--- src/rtl/i2cms_pkg.sv ---
// Shared types and constants for the multi-bus I2C master bit sequencer.
// Depends on nothing; imported by the core and the top level.
`timescale 1ns / 1ps

package i2cms_pkg;

    localparam int PIN_W     = 4;
    localparam int BUS_W     = 2;
    localparam int BYTE_W    = 8;
    localparam int HP_W      = 20;
    localparam int BUS_COUNT = 4;

    localparam logic [HP_W-1:0] HALF_PERIOD_RESET = HP_W'(12500);

    typedef enum logic [2:0] {
        OP_TICK  = 3'd0,
        OP_INIT  = 3'd1,
        OP_START = 3'd2,
        OP_STOP  = 3'd3,
        OP_WRITE = 3'd4,
        OP_READ  = 3'd5
    } op_t;

    typedef struct packed {
        logic [2:0]        operation;
        logic [BUS_W-1:0]  bus;
        logic [BYTE_W-1:0] write_data;
        logic              send_ack;
        logic [PIN_W-1:0]  sda_levels;
    } item_t;

    typedef struct packed {
        logic [PIN_W-1:0]  scl_enable_bits;
        logic [PIN_W-1:0]  scl_level_bits;
        logic [PIN_W-1:0]  sda_pull_bits;
        logic [PIN_W-1:0]  sda_level_bits;
        logic              busy_res;
        logic              done_res;
        logic [BYTE_W-1:0] read_data;
        logic              acked;
        logic              stuck_error;
        logic              rejected;
    } result_t;

endpackage

--- src/rtl/i2cms_pipe_reg.sv ---
// Single-entry pipeline register with valid/ready; full throughput.
// Used for the input stage and the result stage of the sequencer.
`timescale 1ns / 1ps

module i2cms_pipe_reg #(
    parameter int WIDTH = 8
) (
    input  logic             clk,
    input  logic             rst_n,
    input  logic             in_valid,
    output logic             in_ready,
    input  logic [WIDTH-1:0] in_data,
    output logic             out_valid,
    input  logic             out_ready,
    output logic [WIDTH-1:0] out_data
);

    logic             valid_reg;
    logic [WIDTH-1:0] data_reg;

    assign in_ready  = !valid_reg || out_ready;
    assign out_valid = valid_reg;
    assign out_data  = data_reg;

    always_ff @(posedge clk or negedge rst_n)
    begin
        if (!rst_n)
        begin
            valid_reg <= 1'b0;
        end
        else if (in_ready)
        begin
            valid_reg <= in_valid;
        end
    end

    always_ff @(posedge clk)
    begin
        if (in_ready && in_valid)
        begin
            data_reg <= in_data;
        end
    end

endmodule

--- src/rtl/i2cms_core.sv ---
// Sequencer state and per-item step logic: pin registers, half-period counter,
// command program, status. Depends on i2cms_pkg.
`timescale 1ns / 1ps

module i2cms_core
    import i2cms_pkg::*;
(
    input  logic            clk,
    input  logic            rst_n,
    input  logic            cfg_we,
    input  logic [HP_W-1:0] cfg_wdata,
    input  logic            fire,
    input  item_t           item,
    output result_t         result
);

    typedef enum logic [3:0] {
        ST_IDLE         = 4'd0,
        ST_INIT_W2      = 4'd1,
        ST_INIT_CHECK   = 4'd2,
        ST_START_PULL   = 4'd3,
        ST_DONE         = 4'd4,
        ST_STOP_HIGH    = 4'd5,
        ST_STOP_RELEASE = 4'd6,
        ST_WR_RISE      = 4'd8,
        ST_WR_NEXT      = 4'd9,
        ST_WR_ACKREL    = 4'd10,
        ST_WR_ACKSAMPLE = 4'd11,
        ST_RD_RELEASE   = 4'd12,
        ST_RD_RISE      = 4'd13,
        ST_RD_SAMPLE    = 4'd14,
        ST_RD_ACKHIGH   = 4'd15
    } step_t;

    function automatic logic [PIN_W-1:0] put_bit(input logic [PIN_W-1:0] pins,
                                                  input logic [PIN_W-1:0] mask,
                                                  input logic on);
        put_bit = on ? (pins | mask) : (pins & ~mask);
    endfunction

    logic [HP_W-1:0]   half_period_reg;
    step_t             step_reg, step_next;
    logic [HP_W-1:0]   cnt_reg, cnt_next, cnt_inc, period;
    logic [PIN_W-1:0]  scl_en_reg, scl_en_next;
    logic [PIN_W-1:0]  scl_lvl_reg, scl_lvl_next;
    logic [PIN_W-1:0]  sda_pull_reg, sda_pull_next;
    logic [PIN_W-1:0]  sda_lvl_reg, sda_lvl_next;
    logic [2:0]        bit_reg, bit_next, bit_dec;
    logic [BYTE_W-1:0] shift_reg, shift_next;
    logic [BYTE_W-1:0] rx_reg, rx_next;
    logic [BUS_W-1:0]  bus_reg, bus_next, cur_bus;
    logic              ack_req_reg, ack_req_next;
    logic              acked_reg, acked_next;
    logic              stuck_reg, stuck_next;
    logic              busy, is_cmd, in_range, sda_in, done, rejected;
    logic [PIN_W-1:0]  mask;
    op_t               op;

    always_comb
    begin
        step_next     = step_reg;
        cnt_next      = cnt_reg;
        scl_en_next   = scl_en_reg;
        scl_lvl_next  = scl_lvl_reg;
        sda_pull_next = sda_pull_reg;
        sda_lvl_next  = sda_lvl_reg;
        bit_next      = bit_reg;
        shift_next    = shift_reg;
        rx_next       = rx_reg;
        bus_next      = bus_reg;
        ack_req_next  = ack_req_reg;
        acked_next    = acked_reg;
        stuck_next    = stuck_reg;
        done          = 1'b0;
        rejected      = 1'b0;

        op       = op_t'(item.operation);
        period   = (half_period_reg == '0) ? HP_W'(1) : half_period_reg;
        busy     = (step_reg != ST_IDLE);
        is_cmd   = (op >= OP_INIT) && (op <= OP_READ);
        cur_bus  = busy ? bus_reg : item.bus;
        in_range = (int'(cur_bus) < BUS_COUNT);
        mask     = in_range ? (PIN_W'(1) << cur_bus) : '0;
        sda_in   = in_range ? item.sda_levels[cur_bus] : 1'b1;
        cnt_inc  = cnt_reg + HP_W'(1);
        bit_dec  = bit_reg - 3'd1;

        if (busy)
        begin
            rejected = is_cmd;
            if (cnt_inc >= period)
            begin
                cnt_next = '0;
                unique case (step_reg)
                    ST_INIT_W2:
                    begin
                        step_next = ST_INIT_CHECK;
                    end
                    ST_INIT_CHECK:
                    begin
                        stuck_next = !sda_in;
                        step_next  = ST_IDLE;
                        done       = 1'b1;
                    end
                    ST_START_PULL:
                    begin
                        sda_pull_next = put_bit(sda_pull_reg, mask, 1'b1);
                        step_next     = ST_DONE;
                    end
                    ST_STOP_HIGH:
                    begin
                        sda_pull_next = put_bit(sda_pull_reg, mask, 1'b1);
                        scl_lvl_next  = put_bit(scl_lvl_reg, mask, 1'b1);
                        step_next     = ST_STOP_RELEASE;
                    end
                    ST_STOP_RELEASE:
                    begin
                        sda_pull_next = put_bit(sda_pull_reg, mask, 1'b0);
                        step_next     = ST_DONE;
                    end
                    ST_WR_RISE:
                    begin
                        scl_lvl_next = put_bit(scl_lvl_reg, mask, 1'b1);
                        step_next    = ST_WR_NEXT;
                    end
                    ST_WR_NEXT:
                    begin
                        scl_lvl_next = put_bit(scl_lvl_reg, mask, 1'b0);
                        if (bit_reg != 3'd0)
                        begin
                            bit_next      = bit_dec;
                            sda_pull_next = put_bit(sda_pull_reg, mask, !shift_reg[bit_dec]);
                            step_next     = ST_WR_RISE;
                        end
                        else
                        begin
                            step_next = ST_WR_ACKREL;
                        end
                    end
                    ST_WR_ACKREL:
                    begin
                        sda_pull_next = put_bit(sda_pull_reg, mask, 1'b0);
                        scl_lvl_next  = put_bit(scl_lvl_reg, mask, 1'b1);
                        step_next     = ST_WR_ACKSAMPLE;
                    end
                    ST_WR_ACKSAMPLE:
                    begin
                        acked_next = !sda_in;
                        bit_next   = 3'd7;
                        step_next  = ST_IDLE;
                        done       = 1'b1;
                    end
                    ST_RD_RELEASE:
                    begin
                        sda_pull_next = put_bit(sda_pull_reg, mask, 1'b0);
                        scl_lvl_next  = put_bit(scl_lvl_reg, mask, 1'b0);
                        step_next     = ST_RD_RISE;
                    end
                    ST_RD_RISE:
                    begin
                        scl_lvl_next = put_bit(scl_lvl_reg, mask, 1'b1);
                        step_next    = ST_RD_SAMPLE;
                    end
                    ST_RD_SAMPLE:
                    begin
                        shift_next[bit_reg] = shift_reg[bit_reg] | sda_in;
                        scl_lvl_next        = put_bit(scl_lvl_reg, mask, 1'b0);
                        if (bit_reg != 3'd0)
                        begin
                            bit_next  = bit_dec;
                            step_next = ST_RD_RISE;
                        end
                        else
                        begin
                            if (ack_req_reg)
                            begin
                                sda_pull_next = put_bit(sda_pull_reg, mask, 1'b1);
                            end
                            step_next = ST_RD_ACKHIGH;
                        end
                    end
                    ST_RD_ACKHIGH:
                    begin
                        scl_lvl_next = put_bit(scl_lvl_reg, mask, 1'b1);
                        rx_next      = shift_reg;
                        bit_next     = 3'd7;
                        step_next    = ST_DONE;
                    end
                    default:
                    begin
                        step_next = ST_IDLE;
                        done      = 1'b1;
                    end
                endcase
            end
            else
            begin
                cnt_next = cnt_inc;
            end
        end
        else if (is_cmd)
        begin
            bus_next = item.bus;
            cnt_next = '0;
            unique case (op)
                OP_INIT:
                begin
                    scl_lvl_next  = put_bit(scl_lvl_reg, mask, 1'b1);
                    scl_en_next   = put_bit(scl_en_reg, mask, 1'b1);
                    sda_lvl_next  = put_bit(sda_lvl_reg, mask, 1'b0);
                    sda_pull_next = put_bit(sda_pull_reg, mask, 1'b0);
                    step_next     = ST_INIT_W2;
                end
                OP_START:
                begin
                    scl_lvl_next = put_bit(scl_lvl_reg, mask, 1'b1);
                    step_next    = ST_START_PULL;
                end
                OP_STOP:
                begin
                    scl_lvl_next = put_bit(scl_lvl_reg, mask, 1'b0);
                    step_next    = ST_STOP_HIGH;
                end
                OP_WRITE:
                begin
                    shift_next    = item.write_data;
                    bit_next      = 3'd7;
                    scl_lvl_next  = put_bit(scl_lvl_reg, mask, 1'b0);
                    sda_pull_next = put_bit(sda_pull_reg, mask, !item.write_data[7]);
                    step_next     = ST_WR_RISE;
                end
                default:
                begin
                    shift_next   = '0;
                    bit_next     = 3'd7;
                    ack_req_next = item.send_ack;
                    scl_lvl_next = put_bit(scl_lvl_reg, mask, 1'b0);
                    step_next    = ST_RD_RELEASE;
                end
            endcase
        end

        result.scl_enable_bits = scl_en_next;
        result.scl_level_bits  = scl_lvl_next;
        result.sda_pull_bits   = sda_pull_next;
        result.sda_level_bits  = sda_lvl_next;
        result.busy_res        = (step_next != ST_IDLE);
        result.done_res        = done;
        result.read_data       = rx_next;
        result.acked           = acked_next;
        result.stuck_error     = stuck_next;
        result.rejected        = rejected;
    end

    always_ff @(posedge clk or negedge rst_n)
    begin
        if (!rst_n)
        begin
            half_period_reg <= HALF_PERIOD_RESET;
            step_reg        <= ST_IDLE;
            cnt_reg         <= '0;
            scl_en_reg      <= '0;
            scl_lvl_reg     <= '0;
            sda_pull_reg    <= '0;
            sda_lvl_reg     <= '0;
            bit_reg         <= 3'd7;
            shift_reg       <= '0;
            rx_reg          <= '0;
            bus_reg         <= '0;
            ack_req_reg     <= 1'b0;
            acked_reg       <= 1'b0;
            stuck_reg       <= 1'b0;
        end
        else
        begin
            if (cfg_we)
            begin
                half_period_reg <= cfg_wdata;
            end
            if (fire)
            begin
                step_reg     <= step_next;
                cnt_reg      <= cnt_next;
                scl_en_reg   <= scl_en_next;
                scl_lvl_reg  <= scl_lvl_next;
                sda_pull_reg <= sda_pull_next;
                sda_lvl_reg  <= sda_lvl_next;
                bit_reg      <= bit_next;
                shift_reg    <= shift_next;
                rx_reg       <= rx_next;
                bus_reg      <= bus_next;
                ack_req_reg  <= ack_req_next;
                acked_reg    <= acked_next;
                stuck_reg    <= stuck_next;
            end
        end
    end

    a_done_needs_busy: assert property (@(posedge clk) disable iff (!rst_n)
        (fire && result.done_res) |-> (step_reg != ST_IDLE))
        else $error("command finished without a running program");

    a_reject_needs_busy: assert property (@(posedge clk) disable iff (!rst_n)
        (fire && result.rejected) |-> (step_reg != ST_IDLE))
        else $error("command rejected while idle");

    a_idle_counter_clear: assert property (@(posedge clk) disable iff (!rst_n)
        (step_reg == ST_IDLE) |-> (cnt_reg == '0))
        else $error("half-period counter running while idle");

    a_idle_bit_index: assert property (@(posedge clk) disable iff (!rst_n)
        (step_reg == ST_IDLE) |-> (bit_reg == 3'd7))
        else $error("bit index not rewound at end of program");

endmodule

--- src/rtl/i2c_master_bit_sequencer.sv ---
// Top level of the multi-bus I2C master bit sequencer: stream ports,
// input stage, step core, result stage. Depends on i2cms_pkg and its submodules.
//
//  Channel    Direction  Handshake                    Payload
//  s_axis     in         s_axis_tvalid/s_axis_tready  tuser: operation; tdata: item fields
//  m_axis     out        m_axis_tvalid/m_axis_tready  tdata: pin bits and status
//  cfg        in         cfg_we (no wait)             cfg_wdata: half_period_cycles
//
// Flow: one result per item, one item per cycle while no result is held back;
// an item waits in the input register and is then stepped into the result
// register, from which its result transfers out.
// Bus timing comes from items, not clocks: each wait of a program spans
// half_period_cycles items (zero behaves as one).
// Reset clears the pin registers, the program state and the stage valids;
// the half period returns to 12500.
// Stalls: a held result back-pressures the core; the input stage still takes
// a transfer when the result register is free or being drained.
`timescale 1ns / 1ps

module i2c_master_bit_sequencer
    import i2cms_pkg::*;
(
    input  logic            clk,
    input  logic            rst_n,
    input  logic            s_axis_tvalid,
    output logic            s_axis_tready,
    // [1:0] bus, [9:2] write_data, [10] send_ack, [14:11] sda_levels, [15] ignored
    input  logic [15:0]     s_axis_tdata,
    // [2:0] operation
    input  logic [2:0]      s_axis_tuser,
    output logic            m_axis_tvalid,
    input  logic            m_axis_tready,
    // [3:0] scl_enable_bits, [7:4] scl_level_bits, [11:8] sda_pull_bits,
    // [15:12] sda_level_bits, [16] busy_res, [17] done_res, [25:18] read_data,
    // [26] acked, [27] stuck_error, [28] rejected, [31:29] zero
    output logic [31:0]     m_axis_tdata,
    input  logic            cfg_we,
    input  logic [HP_W-1:0] cfg_wdata
);

    item_t   in_item, stage_item;
    result_t core_result, out_result;
    logic    stage_valid, stage_ready;
    logic    fire;

    // Unpack the slave-side transfer into the item fields.
    always_comb
    begin
        in_item.operation  = s_axis_tuser;
        in_item.bus        = s_axis_tdata[1:0];
        in_item.write_data = s_axis_tdata[9:2];
        in_item.send_ack   = s_axis_tdata[10];
        in_item.sda_levels = s_axis_tdata[14:11];
    end

    // Input register: holds the accepted item until the core consumes it.
    i2cms_pipe_reg #(
        .WIDTH ($bits(item_t))
    ) u_in_stage (
        .clk       (clk),
        .rst_n     (rst_n),
        .in_valid  (s_axis_tvalid),
        .in_ready  (s_axis_tready),
        .in_data   (in_item),
        .out_valid (stage_valid),
        .out_ready (stage_ready),
        .out_data  (stage_item)
    );

    // The core commits its state exactly when the result register takes the result.
    assign fire = stage_valid && stage_ready;

    i2cms_core u_core (
        .clk       (clk),
        .rst_n     (rst_n),
        .cfg_we    (cfg_we),
        .cfg_wdata (cfg_wdata),
        .fire      (fire),
        .item      (stage_item),
        .result    (core_result)
    );

    // Result register: parts the core from the master-side back-pressure.
    i2cms_pipe_reg #(
        .WIDTH ($bits(result_t))
    ) u_out_stage (
        .clk       (clk),
        .rst_n     (rst_n),
        .in_valid  (stage_valid),
        .in_ready  (stage_ready),
        .in_data   (core_result),
        .out_valid (m_axis_tvalid),
        .out_ready (m_axis_tready),
        .out_data  (out_result)
    );

    // Pack the result fields, scl_enable_bits in the lowest bits.
    assign m_axis_tdata = {3'b000,
                           out_result.rejected,
                           out_result.stuck_error,
                           out_result.acked,
                           out_result.read_data,
                           out_result.done_res,
                           out_result.busy_res,
                           out_result.sda_level_bits,
                           out_result.sda_pull_bits,
                           out_result.scl_level_bits,
                           out_result.scl_enable_bits};

endmodule
--- config.mk ---
export PLATFORM = sky130hd
export DESIGN_NAME = i2c_master_bit_sequencer
export DESIGN_NICKNAME = d
export VERILOG_FILES = /design/src/rtl/i2cms_pkg.sv /design/src/rtl/i2cms_pipe_reg.sv /design/src/rtl/i2cms_core.sv /design/src/rtl/i2c_master_bit_sequencer.sv
export SDC_FILE = /design/constraint.sdc
export NUM_CORES = 1
export LEC_CHECK = 0
export ABC_AREA = 1
export BUFFER_PORTS_ARGS = -buffer_cell sky130_fd_sc_hd__buf_2
export CORE_ASPECT_RATIO = 1.25
export CORE_MARGIN = 1
export CORE_UTILIZATION = 38
export CTS_BUF_LIST = sky130_fd_sc_hd__clkbuf_8
export CTS_CLUSTER_DIAMETER = 40
export DETAILED_ROUTE_END_ITERATION = 7
export HOLD_SLACK_MARGIN = 0.08
export PLACE_DENSITY = 0.65
export REMOVE_ABC_BUFFERS = 1
export SETUP_SLACK_MARGIN = 0.4
export SYNTH_ARGS = -nofsm -noshare
export SYNTH_HDL_FRONTEND = slang
export SYNTH_SLANG_ARGS = --single-unit
--- constraint.sdc ---
create_clock -name clk -period 8.45 [get_ports clk]
set_input_delay 2.535 -clock clk [delete_from_list [all_inputs] [get_ports clk]]
set_output_delay 2.535 -clock clk [all_outputs]
set_load 0.01 [all_outputs]
# [After elaboration in Yosys (flattened, before gate mapping)]
# Cells that the tools add are included.
[classes] n_eq_ne=22 addsub=2 bitwise_logic=10 muxes=63 order_cmp=7 shifts=1 reduce_logical=31
[ops] operator="$mux W4" count=21
[ops] operator="$mux W20" count=4
[ops] operator="$mux W8" count=7
[ops] operator="$pmux W4 S9" count=1
[ops] operator="$eq A4 B4 Y1 const B" count=8
[ops] operator="$pmux W4 S4" count=2
[ops] operator="$add A20 B1 Y20 const B" count=1
[ops] operator="$ge A20 B20 Y1" count=1
[ops] operator="$logic_not A20 Y1" count=1
[ops] operator="$pmux W4 S2" count=2
[ops] operator="$pmux W8 S2" count=1
[ops] operator="$mux W3" count=5
[ops] operator="$and A4 B4 Y4" count=3
[ops] operator="$or A4 B4 Y4" count=3
[ops] operator="$reduce_or A3 Y1" count=4
[ops] operator="$mux W1" count=11
[ops] operator="$reduce_or A11 Y1" count=1
[ops] operator="$bwmux W8" count=1
[ops] operator="$eq A4 B2 Y1 const B" count=2
[ops] operator="$eq A4 B3 Y1 const B" count=2
[ops] operator="$lt A3 B4 Y1 const B" count=2
[ops] operator="$reduce_bool A4 Y1" count=2
[ops] operator="$reduce_or A2 Y1" count=4
[ops] operator="$bmux W1 S3" count=2
[ops] operator="31 further kinds" count=45
[word_totals] ff_bits=133 word_cells=156 input_bits=44 output_inout_bits=34

# [Depth between registers and ports, before layout]
[logic_depth] depth_word=10 depth_mapped=23 mapped_depth_nobuf=23

# [Modules after synthesis]
# From an unflattened synthesis, not the netlist that was laid out.
[unflattened] cells_unflattened=1008 hier_area_um2=7757.4
[by_module_without_submodules] module="i2cms_core" cells_each=943 seq_area_each_um2=2113.3 area_per_inst_um2=6222.2 instances=1
[by_module_without_submodules] module="i2cms_pipe_reg at u_out_stage" cells_each=35 seq_area_each_um2=895.9 area_per_inst_um2=915.9 instances=1
[by_module_without_submodules] module="i2cms_pipe_reg at u_in_stage" cells_each=24 seq_area_each_um2=565.5 area_per_inst_um2=585.6 instances=1
[by_module_without_submodules] module="i2c_master_bit_sequencer" cells_each=6 seq_area_each_um2=0.0 area_per_inst_um2=33.8 instances=1

# [Worst setup path after synthesis]
# No wires, ideal clock.
[synth_timing] kind="input to output" from="input m_axis_tready" to="output s_axis_tready" cell_stages=2 path_buffers=0 setup_slack_ns=3.196 required_time_ns=5.915 arrival_ns=2.719 cell_sequence="inv_1 nand3_1"
[synth_between] elab_chain_len=2
[synth_lines] element="start: declaration" line_no="i2c_master_bit_sequencer.sv:32" text="input logic m_axis_tready,"
[synth_lines] element="$logic_or A1 B1 Y1 (2 in a row)" line_no="i2cms_pipe_reg.sv:21" text="assign in_ready = !valid_reg || out_ready;"
[synth_lines] element="end: declaration" line_no="i2c_master_bit_sequencer.sv:26" text="output logic s_axis_tready,"
# No other way between the ends.

# [Worst setup path after layout]
# Same ends and word-level chain as after synthesis.

==> reports/results.ini <==
[drt]
drt_iter0_markers = 320
ant_nets = 0
wire_per_inst_um = 12.82
wirelength_um = 16230
num_vias = 6144
first_pass_iters = 5
viasPerCell = 4.853
drc = 0

[worst_setup_path]
crit_type = input pin to output port
crit_path_start = m_axis_tready
critPathSlowestCell = buf_2
r2r_end = u_core.bit_reg[0]
cpPeakStageDelay_ns = 0.16
reg2reg_from = u_core.cnt_reg[0]
path_buf_inv = 3
crit_required_ns = 5.92
arrival_ns = 2.94
cp_max_fo = 3
r2r_cells = 21
cp_cell_sequence = buf_2 > inv_1 > nand3_1 > buf_2
crit_path_start_kind = input pin
crit_end = s_axis_tready
crit_cells = 4
setup.worst_path.end_class = output port
ff2ff_setup_slack_ns = 4.04
path_delay_family = buffers and inverters
cp_common_cell = buf_2

[synth]
yosys.area_share.adder_pct = 3.866
netlist_instances = 920
synth_enable_flop_cells = 47
yosysWarnings = 0
seq_area_frac_synth_pct = 48.02
async_reset_ff_share_pct = 64.66
synth_top_family_by_area = simple AND/OR/NAND/NOR gates
synth_area_per_cell_um2 = 8.092
synth_commonest_cells = 277 x nand2_1, 125 x inv_1, 77 x dfrtp_1, 71 x nand3_1, 67 x nor2_1
syn_area_um2 = 7445
synth_mux_area_share_pct = 0.2857
synth_xor_area_share_pct = 1.647
synth_compound_area_share_pct = 10.62
synth_seq_cells = 133
synth-simple-area-share_pct = 27.28
synthTopCellsByArea = dfrtp_1 26%, edfxtp_1 19%, nand2_1 14%
synth_top_area_cell = dfrtp_1
yosys.area.top_type_share_pct = 25.88
synth.distinct_cells = 48
synth_flop_cell = dfrtp_1
yosysMostFrequentCell = nand2_1

[pwr]
sw_frac_of_total_pct = 43.05
intPower_mw = 1.481
power_density_nw_per_um2 = 307.0
p_switching_mw = 1.120
power.leakage_nw = 4.235
pwr-share-seq_pct = 35.8
ir_drop_uv = 130.1
power.share.clock_pct = 22.0
combinationalPowerShare_pct = 42.2

[timing]
setup_viol = 0
relSlewSlack_pct = 44.49
fin_setup_tns_ns = 0
finalHoldViolCount = 0
fin_crit_ns = 5.475
setup_ws_ns = 2.975
fin_skew_ns = 0.01636
fmax_mhz = 182.6
slew_viol_final = 0
rsz0062_at_grt = no
fin_crit_sh_pct = 64.79
worst_slew_pin_slew_ns = 0.8296

[floorplanning]
die_w_um = 127.2
die_h_um = 158.5
dieArea_um2 = 20160
start_util_pct = 39.21
core_region_area_um2 = 18990
io_pins = 78
rows = 56

[global_routing]
antenna_found_initial = 0
grt_max_degree = 55
grt_pass1_wl_um = 27540
grt_pass1_vias = 5812
track_usage_pct = 17.51
grt_overflow = 0

[finish]
drive_above_1_share_pct = 14.53
largest_reg_flops = 29
postLayoutCoreUtil_pct = 44.61
antennaDiodeCount = 0
nets = 1059
areaGrowthSynthToFinish_pct = 13.78

[clock_tree]
clkLatencyLatePin_ns = 0.46
cts_tree = built
cts.sinks = 133
path_clk_slew_ns = 0.07
cts_hold_buf = 0
clock_path_buffers = 2
post_cts_resized = 0
cts.htree.levels = 4
post_cts_buffers = 0
cts_made_buffers = 17
root_buffer = clkbuf_8

[placed_design]
dp_hpwl_um = 11910
io_buffers = 73
globalplace.congestion = 0.8913
place_ws_ns = 2.971

[min_path]
worstHoldStart = u_core.scl_en_reg[1]
hp-class = register to register

[outcome]
status = finished clean

[run]
drv_cap = 0

==> power groups by stage <==
| stage | clock (mW) | combinational [mW] | sequential [mW] |
|---|---|---|---|
| after floorplan | 0 | 0.804 | 0.933 |
| after global placement | 0 | 1.08 | 0.939 |
| after detailed placement | 0 | 1.10 | 0.942 |
| after CTS | 0.589 | 1.11 | 0.930 |
| after global routing | 0.616 | 1.26 | 0.951 |
| final | 0.573 | 1.10 | 0.932 |
==> cells by family (layout without fill, tap and decap cells) <==
kind of cell / after synthesis / after routing
and+or+nand+nor: 460 / 460
AOI/OAI and AO/OA: 131 / 131
other: 1 / 3
muxes: 2 / 2
xor gates and xnor gates: 14 / 14
DFF: 133 / 133
adders and majority gates: 23 / 23
buffers and inverters: 156 / 239
==> cell type report <==
| type | count | area, um^2 |
|---|---|---|
| fill | 1938 | 10520 |
| sequential | 133 | 3575 |
| multi-input combinational | 633 | 3264 |
| inverter | 131 | 491.7 |
| timing repair buffer | 76 | 390.4 |
| tap | 261 | 326.6 |
| clock buffer | 17 | 234.0 |
| clock inverter | 15 | 188.9 |
==> cell usage in the layout (no fill, tap or decap), types with 13 or more instances in the layout <==
| cell type | count |
|---|---|
| nand2_1 | 277 |
| inv_1 | 128 |
| dfrtp_1 | 77 |
| buf_2 | 72 |
| nand3_1 | 71 |
| nor2_1 | 67 |
| o21ai_0 | 57 |
| edfxtp_1 | 47 |
| ha_1 | 23 |
| a21oi_1 | 18 |
| clkbuf_8 | 17 |
| o21ai_1 | 15 |
| xor2_1 | 13 |
==> worst min-delay path by stage <==
stage                            to  slack (ns)  cells after the start
2_1_floorplan  u_core.scl_en_reg[0]        0.43                      2
3_3_place_gp   u_core.scl_en_reg[1]        0.44                      2
3_5_place_dp   u_core.scl_en_reg[1]        0.45                      2
4_1_cts        u_core.scl_en_reg[1]        0.46                      2
5_1_grt        u_core.scl_en_reg[0]        0.48                      2
6_report       u_core.scl_en_reg[1]        0.46                      2
==> stage by stage <==
stage          total power [mW]  instances  hold WS, ns  instance area, um^2
6_report                  2.601       1266       0.4571                 8471
5_1_grt                   2.824       1266       0.4850                 8471
4_1_cts                   2.625       1266       0.4622                 8471
3_5_place_dp              2.040       1234       0.4450                 8048
3_3_place_gp              2.022       1234       0.4386                 8048
2_1_floorplan             1.737        897       0.4274                 7331
==> metal layers <==
metal  track usage [%]  wire length [um]
met3             3.360               548
met2             30.95              8186
met4             7.256               331
met5                 0                 0
met1             20.89              7160
==> worst register-to-register path, cell delays in order, from the launching register on <==
cell and delay, ns:
dfrtp_1 0.44, ha_1 0.26, nand2_1 0.10, nor2_1 0.19
nand2_1 0.15, nor2_1 0.17, nand2_1 0.09, nor2_1 0.12
xor2_1 0.25, inv_1 0.07, ha_1 0.29, nand2_1 0.08
inv_1 0.04, nand2_1 0.05, nand2_1 0.06, a21oi_1 0.18
nand4_2 0.46, inv_1 0.55, nand2_1 0.36, nand2_1 0.14
inv_1 0.10, o21ai_0 0.17
Note: power is estimated with default switching activity, not from simulation.
